`config.mk`:
```
export PLATFORM = sky130hd
export DESIGN_NAME = mta_ctrl
export DESIGN_NICKNAME = d
export VERILOG_FILES = /design/src/design/assert_macros.svh /design/src/design/mta_pkg.sv /design/src/design/mta_ctrl.sv
export SDC_FILE = /design/constraint.sdc
export NUM_CORES = 1
export LEC_CHECK = 0
export ABC_AREA = 1
export CORE_ASPECT_RATIO = 0.9
export CORE_UTILIZATION = 45
export DETAILED_ROUTE_END_ITERATION = 7
export DONT_BUFFER_PORTS = 1
export PLACE_DENSITY_LB_ADDON = 0.08
export SLEW_MARGIN = 15
export SYNTH_ARGS = -nofsm -noshare
export SYNTH_HDL_FRONTEND = slang
export SYNTH_SLANG_ARGS = --single-unit
export TNS_END_PERCENT = 10
```
`constraint.sdc`:
```
create_clock -name i_clk -period 1.5 [get_ports i_clk]
set_input_delay 0.225 -clock i_clk [delete_from_list [all_inputs] [get_ports i_clk]]
set_output_delay 0.225 -clock i_clk [all_outputs]
set_load 0.01 [all_outputs]
```
`src/design/assert_macros.svh`:
```
// ----------------------------------------------------------------------------
// Assertion macros
// Shared concurrent assertion forms; empty when SYNTHESIS is defined.
// ----------------------------------------------------------------------------
`ifndef ASSERT_MACROS_SVH
`define ASSERT_MACROS_SVH

`ifndef SYNTHESIS
`define ASSERT_IMPLIES(label, clk, rst_n, ante, cons, msg) \
    label: assert property (@(posedge clk) disable iff (!rst_n) (ante) |-> (cons)) \
        else $error(msg);
`define ASSERT_NEXT(label, clk, rst_n, ante, cons, msg) \
    label: assert property (@(posedge clk) disable iff (!rst_n) (ante) |=> (cons)) \
        else $error(msg);
`else
`define ASSERT_IMPLIES(label, clk, rst_n, ante, cons, msg)
`define ASSERT_NEXT(label, clk, rst_n, ante, cons, msg)
`endif

`endif

```
`src/design/mta_pkg.sv`:
```
// ----------------------------------------------------------------------------
// mta_pkg
// Types, codes and constants of the mesh tangent accumulator.
// ----------------------------------------------------------------------------
package mta_pkg;

    localparam int DEF_VERTEX_DEPTH  = 1024;
    localparam int DEF_FRACTION_BITS = 16;

    localparam int INDEX_W = 10;
    localparam int DATA_W  = 32;
    localparam int COUNT_W = 8;
    localparam int PROD_W  = 64;
    localparam int ACC_W   = 65;
    localparam int MAG_W   = 64;
    localparam int QUOT_W  = 33;

    localparam logic [COUNT_W-1:0] COUNT_MAX = 8'd255;

    localparam logic [1:0] OP_LOAD = 2'd0;
    localparam logic [1:0] OP_TRI  = 2'd1;
    localparam logic [1:0] OP_READ = 2'd2;

    localparam logic [1:0] ST_OK      = 2'd0;
    localparam logic [1:0] ST_ABORT   = 2'd1;
    localparam logic [1:0] ST_IGNORED = 2'd2;

    typedef struct packed {
        logic [1:0]                opcode;
        logic [INDEX_W-1:0]        index_a;
        logic [INDEX_W-1:0]        index_b;
        logic [INDEX_W-1:0]        index_c;
        logic signed [DATA_W-1:0]  pos_x;
        logic signed [DATA_W-1:0]  pos_y;
        logic signed [DATA_W-1:0]  pos_z;
        logic signed [DATA_W-1:0]  tex_u;
        logic signed [DATA_W-1:0]  tex_v;
    } t_item;

    typedef struct packed {
        logic signed [DATA_W-1:0]  tangent_x;
        logic signed [DATA_W-1:0]  tangent_y;
        logic signed [DATA_W-1:0]  tangent_z;
        logic [COUNT_W-1:0]        contribution_count;
        logic [1:0]                status;
    } t_result;

    typedef struct packed {
        logic signed [DATA_W-1:0]  x;
        logic signed [DATA_W-1:0]  y;
        logic signed [DATA_W-1:0]  z;
        logic signed [DATA_W-1:0]  u;
        logic signed [DATA_W-1:0]  v;
    } t_vtx;

    typedef struct packed {
        logic signed [DATA_W-1:0]  x;
        logic signed [DATA_W-1:0]  y;
        logic signed [DATA_W-1:0]  z;
    } t_tan;

    typedef enum logic [4:0] {
        S_IDLE, S_CLEAR, S_DECODE, S_R_RD, S_R_CAP,
        S_T_RDA, S_T_RDB, S_T_RDC, S_T_CAPC,
        S_D_M1, S_D_M2, S_D_SUB, S_D_CHK,
        S_N_M1, S_N_M2, S_N_SUB, S_N_DIV, S_N_RUN, S_N_WR,
        S_F_RD, S_F_CAP, S_F_CHK,
        S_A_M, S_A_SUM, S_A_DIV, S_A_RUN, S_A_WR,
        S_F_WR, S_DONE
    } t_state;

    typedef enum logic [1:0] {ADDR_A, ADDR_B, ADDR_C, ADDR_CLR} t_addr_sel;

    typedef enum logic [2:0] {MUL_DET1, MUL_DET2, MUL_NUM1, MUL_NUM2, MUL_AVG} t_mul_sel;

    typedef enum logic [1:0] {ACC_HOLD, ACC_LOAD, ACC_SUB, ACC_SUM} t_acc_op;

    typedef struct packed {
        logic       item_latch;
        t_addr_sel  addr_sel;
        logic       vtx_rd;
        logic       vtx_wr;
        logic       tan_rd;
        logic       tan_wr;
        logic       cnt_wr;
        logic       cnt_inc;
        logic       clr_step;
        logic       cap_a;
        logic       cap_b;
        logic       cap_c;
        logic       mul_en;
        t_mul_sel   mul_sel;
        t_acc_op    acc_op;
        logic       det_save;
        logic       div_start;
        logic       div_avg;
        logic       tan_save;
        logic       old_cap;
        logic       new_copy;
        logic       new_save;
        logic [1:0] k;
        logic       res_load;
        logic       res_read;
        logic [1:0] res_status;
    } t_ctl;

    typedef struct packed {
        logic [1:0] opcode;
        logic       a_ok;
        logic       all_ok;
        logic       det_zero;
        logic       div_busy;
        logic       n_zero;
        logic       clr_last;
    } t_sts;

endpackage

```
`src/design/mta_ctrl.sv`:
```
// ----------------------------------------------------------------------------
// mta_ctrl
// Controller: sequences loads, reads and triangle processing in the datapath.
// ----------------------------------------------------------------------------
module mta_ctrl (
    input  logic          i_clk,
    input  logic          i_rst_n,
    input  logic          start,
    input  mta_pkg::t_sts i_sts,
    output mta_pkg::t_ctl o_ctl,
    output logic          busy,
    output logic          o_done
);

    import mta_pkg::*;

    t_state     r_state, n_state;
    logic [1:0] r_k, n_k;
    logic [1:0] r_corner, n_corner;
    logic       r_abort, n_abort;
    t_addr_sel  w_corner_sel;

    always_ff @(posedge i_clk) begin
        if (!i_rst_n) begin
            r_state  <= S_CLEAR;
            r_k      <= '0;
            r_corner <= '0;
            r_abort  <= 1'b0;
        end else begin
            r_state  <= n_state;
            r_k      <= n_k;
            r_corner <= n_corner;
            r_abort  <= n_abort;
        end
    end

    always_comb begin
        case (r_corner)
            2'd0:    w_corner_sel = ADDR_A;
            2'd1:    w_corner_sel = ADDR_B;
            default: w_corner_sel = ADDR_C;
        endcase
    end

    always_comb begin
        n_state  = r_state;
        n_k      = r_k;
        n_corner = r_corner;
        n_abort  = r_abort;
        case (r_state)
            S_IDLE:   if (start) n_state = S_DECODE;
            S_CLEAR:  if (i_sts.clr_last) n_state = S_IDLE;
            S_DECODE: begin
                case (i_sts.opcode)
                    OP_LOAD: begin
                        if (i_sts.a_ok) n_abort = 1'b0;
                        n_state = S_DONE;
                    end
                    OP_TRI: begin
                        n_state = (r_abort || !i_sts.all_ok) ? S_DONE : S_T_RDA;
                    end
                    OP_READ: n_state = i_sts.a_ok ? S_R_RD : S_DONE;
                    default: n_state = S_DONE;
                endcase
            end
            S_R_RD:   n_state = S_R_CAP;
            S_R_CAP:  n_state = S_DONE;
            S_T_RDA:  n_state = S_T_RDB;
            S_T_RDB:  n_state = S_T_RDC;
            S_T_RDC:  n_state = S_T_CAPC;
            S_T_CAPC: n_state = S_D_M1;
            S_D_M1:   n_state = S_D_M2;
            S_D_M2:   n_state = S_D_SUB;
            S_D_SUB:  n_state = S_D_CHK;
            S_D_CHK: begin
                n_k = '0;
                if (i_sts.det_zero) begin
                    n_abort = 1'b1;
                    n_state = S_DONE;
                end else begin
                    n_state = S_N_M1;
                end
            end
            S_N_M1:   n_state = S_N_M2;
            S_N_M2:   n_state = S_N_SUB;
            S_N_SUB:  n_state = S_N_DIV;
            S_N_DIV:  n_state = S_N_RUN;
            S_N_RUN:  if (!i_sts.div_busy) n_state = S_N_WR;
            S_N_WR: begin
                if (r_k == 2'd2) begin
                    n_corner = '0;
                    n_state  = S_F_RD;
                end else begin
                    n_k     = r_k + 2'd1;
                    n_state = S_N_M1;
                end
            end
            S_F_RD:   n_state = S_F_CAP;
            S_F_CAP:  n_state = S_F_CHK;
            S_F_CHK: begin
                n_k     = '0;
                n_state = i_sts.n_zero ? S_F_WR : S_A_M;
            end
            S_A_M:    n_state = S_A_SUM;
            S_A_SUM:  n_state = S_A_DIV;
            S_A_DIV:  n_state = S_A_RUN;
            S_A_RUN:  if (!i_sts.div_busy) n_state = S_A_WR;
            S_A_WR: begin
                if (r_k == 2'd2) begin
                    n_state = S_F_WR;
                end else begin
                    n_k     = r_k + 2'd1;
                    n_state = S_A_M;
                end
            end
            S_F_WR: begin
                if (r_corner == 2'd2) begin
                    n_state = S_DONE;
                end else begin
                    n_corner = r_corner + 2'd1;
                    n_state  = S_F_RD;
                end
            end
            S_DONE:   n_state = S_IDLE;
            default:  n_state = S_IDLE;
        endcase
    end

    always_comb begin
        o_ctl          = '0;
        o_ctl.k        = r_k;
        o_ctl.addr_sel = ADDR_A;
        busy           = (r_state != S_IDLE);
        o_done         = (r_state == S_DONE);
        case (r_state)
            S_IDLE:   o_ctl.item_latch = start;
            S_CLEAR: begin
                o_ctl.addr_sel = ADDR_CLR;
                o_ctl.cnt_wr   = 1'b1;
                o_ctl.clr_step = 1'b1;
            end
            S_DECODE: begin
                case (i_sts.opcode)
                    OP_LOAD: begin
                        o_ctl.vtx_wr   = i_sts.a_ok;
                        o_ctl.cnt_wr   = i_sts.a_ok;
                        o_ctl.res_load = 1'b1;
                    end
                    OP_TRI: begin
                        if (r_abort || !i_sts.all_ok) begin
                            o_ctl.res_load   = 1'b1;
                            o_ctl.res_status = ST_IGNORED;
                        end
                    end
                    OP_READ:  o_ctl.res_load = !i_sts.a_ok;
                    default:  o_ctl.res_load = 1'b1;
                endcase
            end
            S_R_RD:   o_ctl.tan_rd = 1'b1;
            S_R_CAP: begin
                o_ctl.res_load = 1'b1;
                o_ctl.res_read = 1'b1;
            end
            S_T_RDA:  o_ctl.vtx_rd = 1'b1;
            S_T_RDB: begin
                o_ctl.addr_sel = ADDR_B;
                o_ctl.vtx_rd   = 1'b1;
                o_ctl.cap_a    = 1'b1;
            end
            S_T_RDC: begin
                o_ctl.addr_sel = ADDR_C;
                o_ctl.vtx_rd   = 1'b1;
                o_ctl.cap_b    = 1'b1;
            end
            S_T_CAPC: o_ctl.cap_c = 1'b1;
            S_D_M1: begin
                o_ctl.mul_en  = 1'b1;
                o_ctl.mul_sel = MUL_DET1;
            end
            S_D_M2: begin
                o_ctl.mul_en  = 1'b1;
                o_ctl.mul_sel = MUL_DET2;
                o_ctl.acc_op  = ACC_LOAD;
            end
            S_D_SUB:  o_ctl.acc_op = ACC_SUB;
            S_D_CHK: begin
                o_ctl.det_save = 1'b1;
                if (i_sts.det_zero) begin
                    o_ctl.res_load   = 1'b1;
                    o_ctl.res_status = ST_ABORT;
                end
            end
            S_N_M1: begin
                o_ctl.mul_en  = 1'b1;
                o_ctl.mul_sel = MUL_NUM1;
            end
            S_N_M2: begin
                o_ctl.mul_en  = 1'b1;
                o_ctl.mul_sel = MUL_NUM2;
                o_ctl.acc_op  = ACC_LOAD;
            end
            S_N_SUB:  o_ctl.acc_op = ACC_SUB;
            S_N_DIV:  o_ctl.div_start = 1'b1;
            S_N_WR:   o_ctl.tan_save = 1'b1;
            S_F_RD: begin
                o_ctl.addr_sel = w_corner_sel;
                o_ctl.tan_rd   = 1'b1;
            end
            S_F_CAP:  o_ctl.old_cap = 1'b1;
            S_F_CHK:  o_ctl.new_copy = i_sts.n_zero;
            S_A_M: begin
                o_ctl.mul_en  = 1'b1;
                o_ctl.mul_sel = MUL_AVG;
            end
            S_A_SUM:  o_ctl.acc_op = ACC_SUM;
            S_A_DIV: begin
                o_ctl.div_start = 1'b1;
                o_ctl.div_avg   = 1'b1;
            end
            S_A_WR:   o_ctl.new_save = 1'b1;
            S_F_WR: begin
                o_ctl.addr_sel = w_corner_sel;
                o_ctl.tan_wr   = 1'b1;
                o_ctl.cnt_wr   = 1'b1;
                o_ctl.cnt_inc  = 1'b1;
                o_ctl.res_load = (r_corner == 2'd2);
            end
            default: begin
            end
        endcase
    end

endmodule

```
==> reports/qor.txt <==
========================================================================================
Hold buffers post-CTS                                                                  0
Origin of the worst setup path                                                r_state[3]
Pins over their slew limit                                                             0
Power per cell area                                                          1440 mW/mm²
First-pass GRT wire length                                                       7180 µm
Setup violators final                                                                 22
Antenna Nets Post-Route                                                                0
Total wire length                                                                4730 µm
Arrival @ worst endpoint                                                         1.36 ns
Sequential share of power                                                          17.4%
DRT iter0 DRCs                                                                       139
Clock buffer count from CTS                                                            3
Part of the total power dissipated in combinational logic                          72.7%
Area growth syn-to-layout                                                          52.0%
Netlist area before placement                                                0.00126 mm²
Layout Nets                                                                          289
Fraction of layout instances using a drive strength above 1                        46.3%
Slew of the pin with the lowest slew margin                                     0.299 ns
Worst-case clock buffer depth                                                          2
Timing-limited maximum frequency                                                 632 MHz
Fin crit period                                                                  1.58 ns
Worst Skew                                                                    0.00415 ns
Fill cell total of the finished layout                                               185
I/O Pins                                                                              45
Max transition margin                                                              80.0%
TritonCTS clock tree                                                               built
Maximum level of the CTS H-tree                                                        1
Cell type with the largest total area after synthesis                       sky130_fd_sc_hd__nand2_1
Clock-pin transition on the worst setup and hold timing paths                    0.08 ns
Horiz. Die Dim                                                                   57.9 µm
Critical path peak fanout                                                              5
Gr ovfl total                                                                          0
TritonCTS sink count                                                                  10
Static Leak                                                                     0.986 nW
Kind of path behind the tightest hold check                                       in2reg
Critical path capture point type                                             output port
Wire length per cell after detailed routing                                      15.9 µm
Hold violation total from the final report                                             0
Sink of the worst hold path                                                  r_corner[0]
Yosys synthesis warning count                                                          0
Weighted congestion at the end of routability-driven global placement               1.03
Net load switching power                                                         1.50 mW
DRC violation count after routing                                                      3
Number of vias per cell                                                             5.68
Worst IR Drop VDD                                                                1.11 mV
Fin cells                                                                            298
Reg-to-reg setup timing slack                                                       0 ns
Hold Crit Depth                                                                        2
Most frequent standard cell in the layout excluding fill and tap cells      sky130_fd_sc_hd__nand2_1
Area share of the largest cell type after synthesis                                16.3%
Final instance area                                                          0.00192 mm²
Post-route worst setup slack                                                  -0.0815 ns
Overall track demand over capacity in global routing                               31.4%
Leading cell types by total area after synthesis                            sky130_fd_sc_hd__nand2_1 (16%), sky130_fd_sc_hd__dfxtp_1 (16%), sky130_fd_sc_hd__nor2_1 (15%), sky130_fd_sc_hd__inv_1 (12%), sky130_fd_sc_hd__ha_1 (6.9%)
Part of the Yosys area used for sequential elements                                15.8%
Count of port buffers added during placement                                           0
Hold wc startpoint                                                               i_rst_n
Number of cell rows                                                                   17
Buffer type at the clock tree root                                          sky130_fd_sc_hd__clkbuf_4
1st-pass router iterations                                                             7
Synthesized instance count                                                           229
Unrepaired setup endpoints after global routing                                      yes
Total vias in the final route                                                      1,693
Starting utilization of the core area                                              49.6%
Power share of the clock group                                                      9.9%
Placed insts                                                                         282
Clock latency at the later pin of the worst-skew pair                            0.29 ns
CP Data Required Time                                                            1.27 ns
Area of the core                                                             0.00255 mm²
Result of the run                                                           finished, violations left
Highest-count cells in the layout ignoring fill and taps                    sky130_fd_sc_hd__nand2_1 (42), sky130_fd_sc_hd__nor2_1 (36), sky130_fd_sc_hd__buf_4 (35), sky130_fd_sc_hd__inv_1 (26), sky130_fd_sc_hd__nor2_4 (14)
Category of the worst setup path launch point                                   register
Largest net degree at the start of global routing                                      8
Post-DP Area                                                                 0.00149 mm²
Path depth of the worst reg2reg path                                                  10
Type of the setup path with the least slack                                      reg2out
Number of synthesized register bits                                                   10
Synthesized area divided by synthesized cell count                              5.52 µm²
Failing checks                                                              design-rule violations, negative setup slack
Worst r2r src                                                                 r_state[3]
Critical register-to-register path endpoint                                   r_state[0]
Portion of the clock cycle consumed by the worst path in the final layout           105%
Initial antenna violation count                                                        0
Final Total Pwr                                                                  2.77 mW
Via count of the first global-routing pass                                         1,576
Final HPWL DP                                                                    3300 µm
Number of nets produced by synthesis                                                 247
Antenna cell count                                                                     0
Final standard cell utilization of the core                                        75.3%
Number of violations of the max-capacitance limit                                      0
Internal Dissipation                                                             1.27 mW
Switching fraction of total power                                                  54.2%
Die Outline Area                                                             0.00303 mm²
Number of distinct library cells after synthesis                                      25
Vertical extent of the die                                                       52.3 µm
========================================================================================
==> layout make-up <==
class,instances,area (µm²),share of cell area [%]
flip-flops and latches,10,216,11.3
multi-input cells,170,1100,57.3
well taps,28,35.0,1.82
repair buffers,43,353,18.3
clock buffers,4,36.3,1.89
inverters,43,181,9.43
==> registers in the layout (all words and copies together) (netlist names) <==
register and cells:
r_abort 1, r_corner 2, r_k 2, r_state 5
==> critical path, cell delays in order (launching register included) <==
cell	delay, ns
sky130_fd_sc_hd__dfxtp_4	0.37
sky130_fd_sc_hd__buf_6	0.13
sky130_fd_sc_hd__nand3_1	0.12
sky130_fd_sc_hd__nand2_2	0.08
sky130_fd_sc_hd__inv_4	0.09
sky130_fd_sc_hd__nor2_4	0.04
sky130_fd_sc_hd__nor2_2	0.14
sky130_fd_sc_hd__o21ai_2	0.10
==> logic make-up after synthesis <==
group	synth area share (%)
buffers and inverters	16.2
adder cells (fa/ha/maj)	6.92
flip-flops	15.8
AO/OA/AOI/OAI	8.21
AND/OR/NAND/NOR	52.8
==> power groups by stage <==
stage / clock, mW / combinational, mW / sequential, mW
after floorplan: 0 / 1.02 / 0.368
after global placement: 0 / 1.42 / 0.402
after detailed placement: 0 / 1.40 / 0.408
after CTS: 0.267 / 1.77 / 0.463
after global routing: 0.288 / 2.18 / 0.492
final: 0.274 / 2.01 / 0.480
==> repair_timing <==
item	CTS	global route
buffers inserted	10	2
endpoints found under the setup margin	29	37
pin swaps	12	11
resized for setup	64	37
==> stage by stage <==
step	TNS (ns)	hold slack (ns)	setup WS (ns)
after floorplan	0	0.346	0.0711
after global placement	0	0.352	0.00993
after detailed placement	0	0.369	0.00917
after CTS	-0.478	0.0694	-0.0500
after global routing	-2.70	0.0530	-0.175
final	-0.918	0.0584	-0.0815
==> Yosys cell counts <==
library cell	number
sky130_fd_sc_hd__nand4_1	6
sky130_fd_sc_hd__o21ai_0	6
sky130_fd_sc_hd__dfxtp_1	10
sky130_fd_sc_hd__or2_1	1
sky130_fd_sc_hd__buf_4	3
sky130_fd_sc_hd__nor2_2	5
sky130_fd_sc_hd__nand3_2	2
sky130_fd_sc_hd__o211ai_1	1
sky130_fd_sc_hd__ha_1	7
sky130_fd_sc_hd__nor2_4	3
sky130_fd_sc_hd__nand2_2	2
sky130_fd_sc_hd__nand3_4	2
sky130_fd_sc_hd__nand2_1	55
sky130_fd_sc_hd__a21oi_2	2
sky130_fd_sc_hd__nor3_1	2
sky130_fd_sc_hd__nand3b_1	1
sky130_fd_sc_hd__inv_2	4
sky130_fd_sc_hd__o21ai_2	1
sky130_fd_sc_hd__a21oi_1	6
sky130_fd_sc_hd__inv_1	39
sky130_fd_sc_hd__buf_2	2
sky130_fd_sc_hd__o21ai_1	2
sky130_fd_sc_hd__nor2_1	50
sky130_fd_sc_hd__buf_6	1
sky130_fd_sc_hd__nand3_1	16
==> per-layer routing <==
| layer | track usage (%) | vias to the layer above | wire length (µm) |
|---|---|---|---|
| met1 | 39.8 | 763 | 1780 |
| met2 | 52.1 | 120 | 2230 |
| met4 | 11.9 | 0 | 193 |
| met5 | 0 | - | 0 |
| li1 | - | 784 | - |
| met3 | 6.42 | 26 | 533 |
==> worst max path at each step <==
stage	end	cells past startpoint	slack, ns
3_3_place_gp	r_state[3]	7	0.01
4_1_cts	busy	5	-0.05
2_1_floorplan	o_ctl[18]	8	0.07
5_1_grt	o_ctl[18]	7	-0.18
6_report	o_ctl[18]	7	-0.08
3_5_place_dp	o_ctl[3]	5	0.009
No activity file was read; power rests on OpenSTA's default activity.
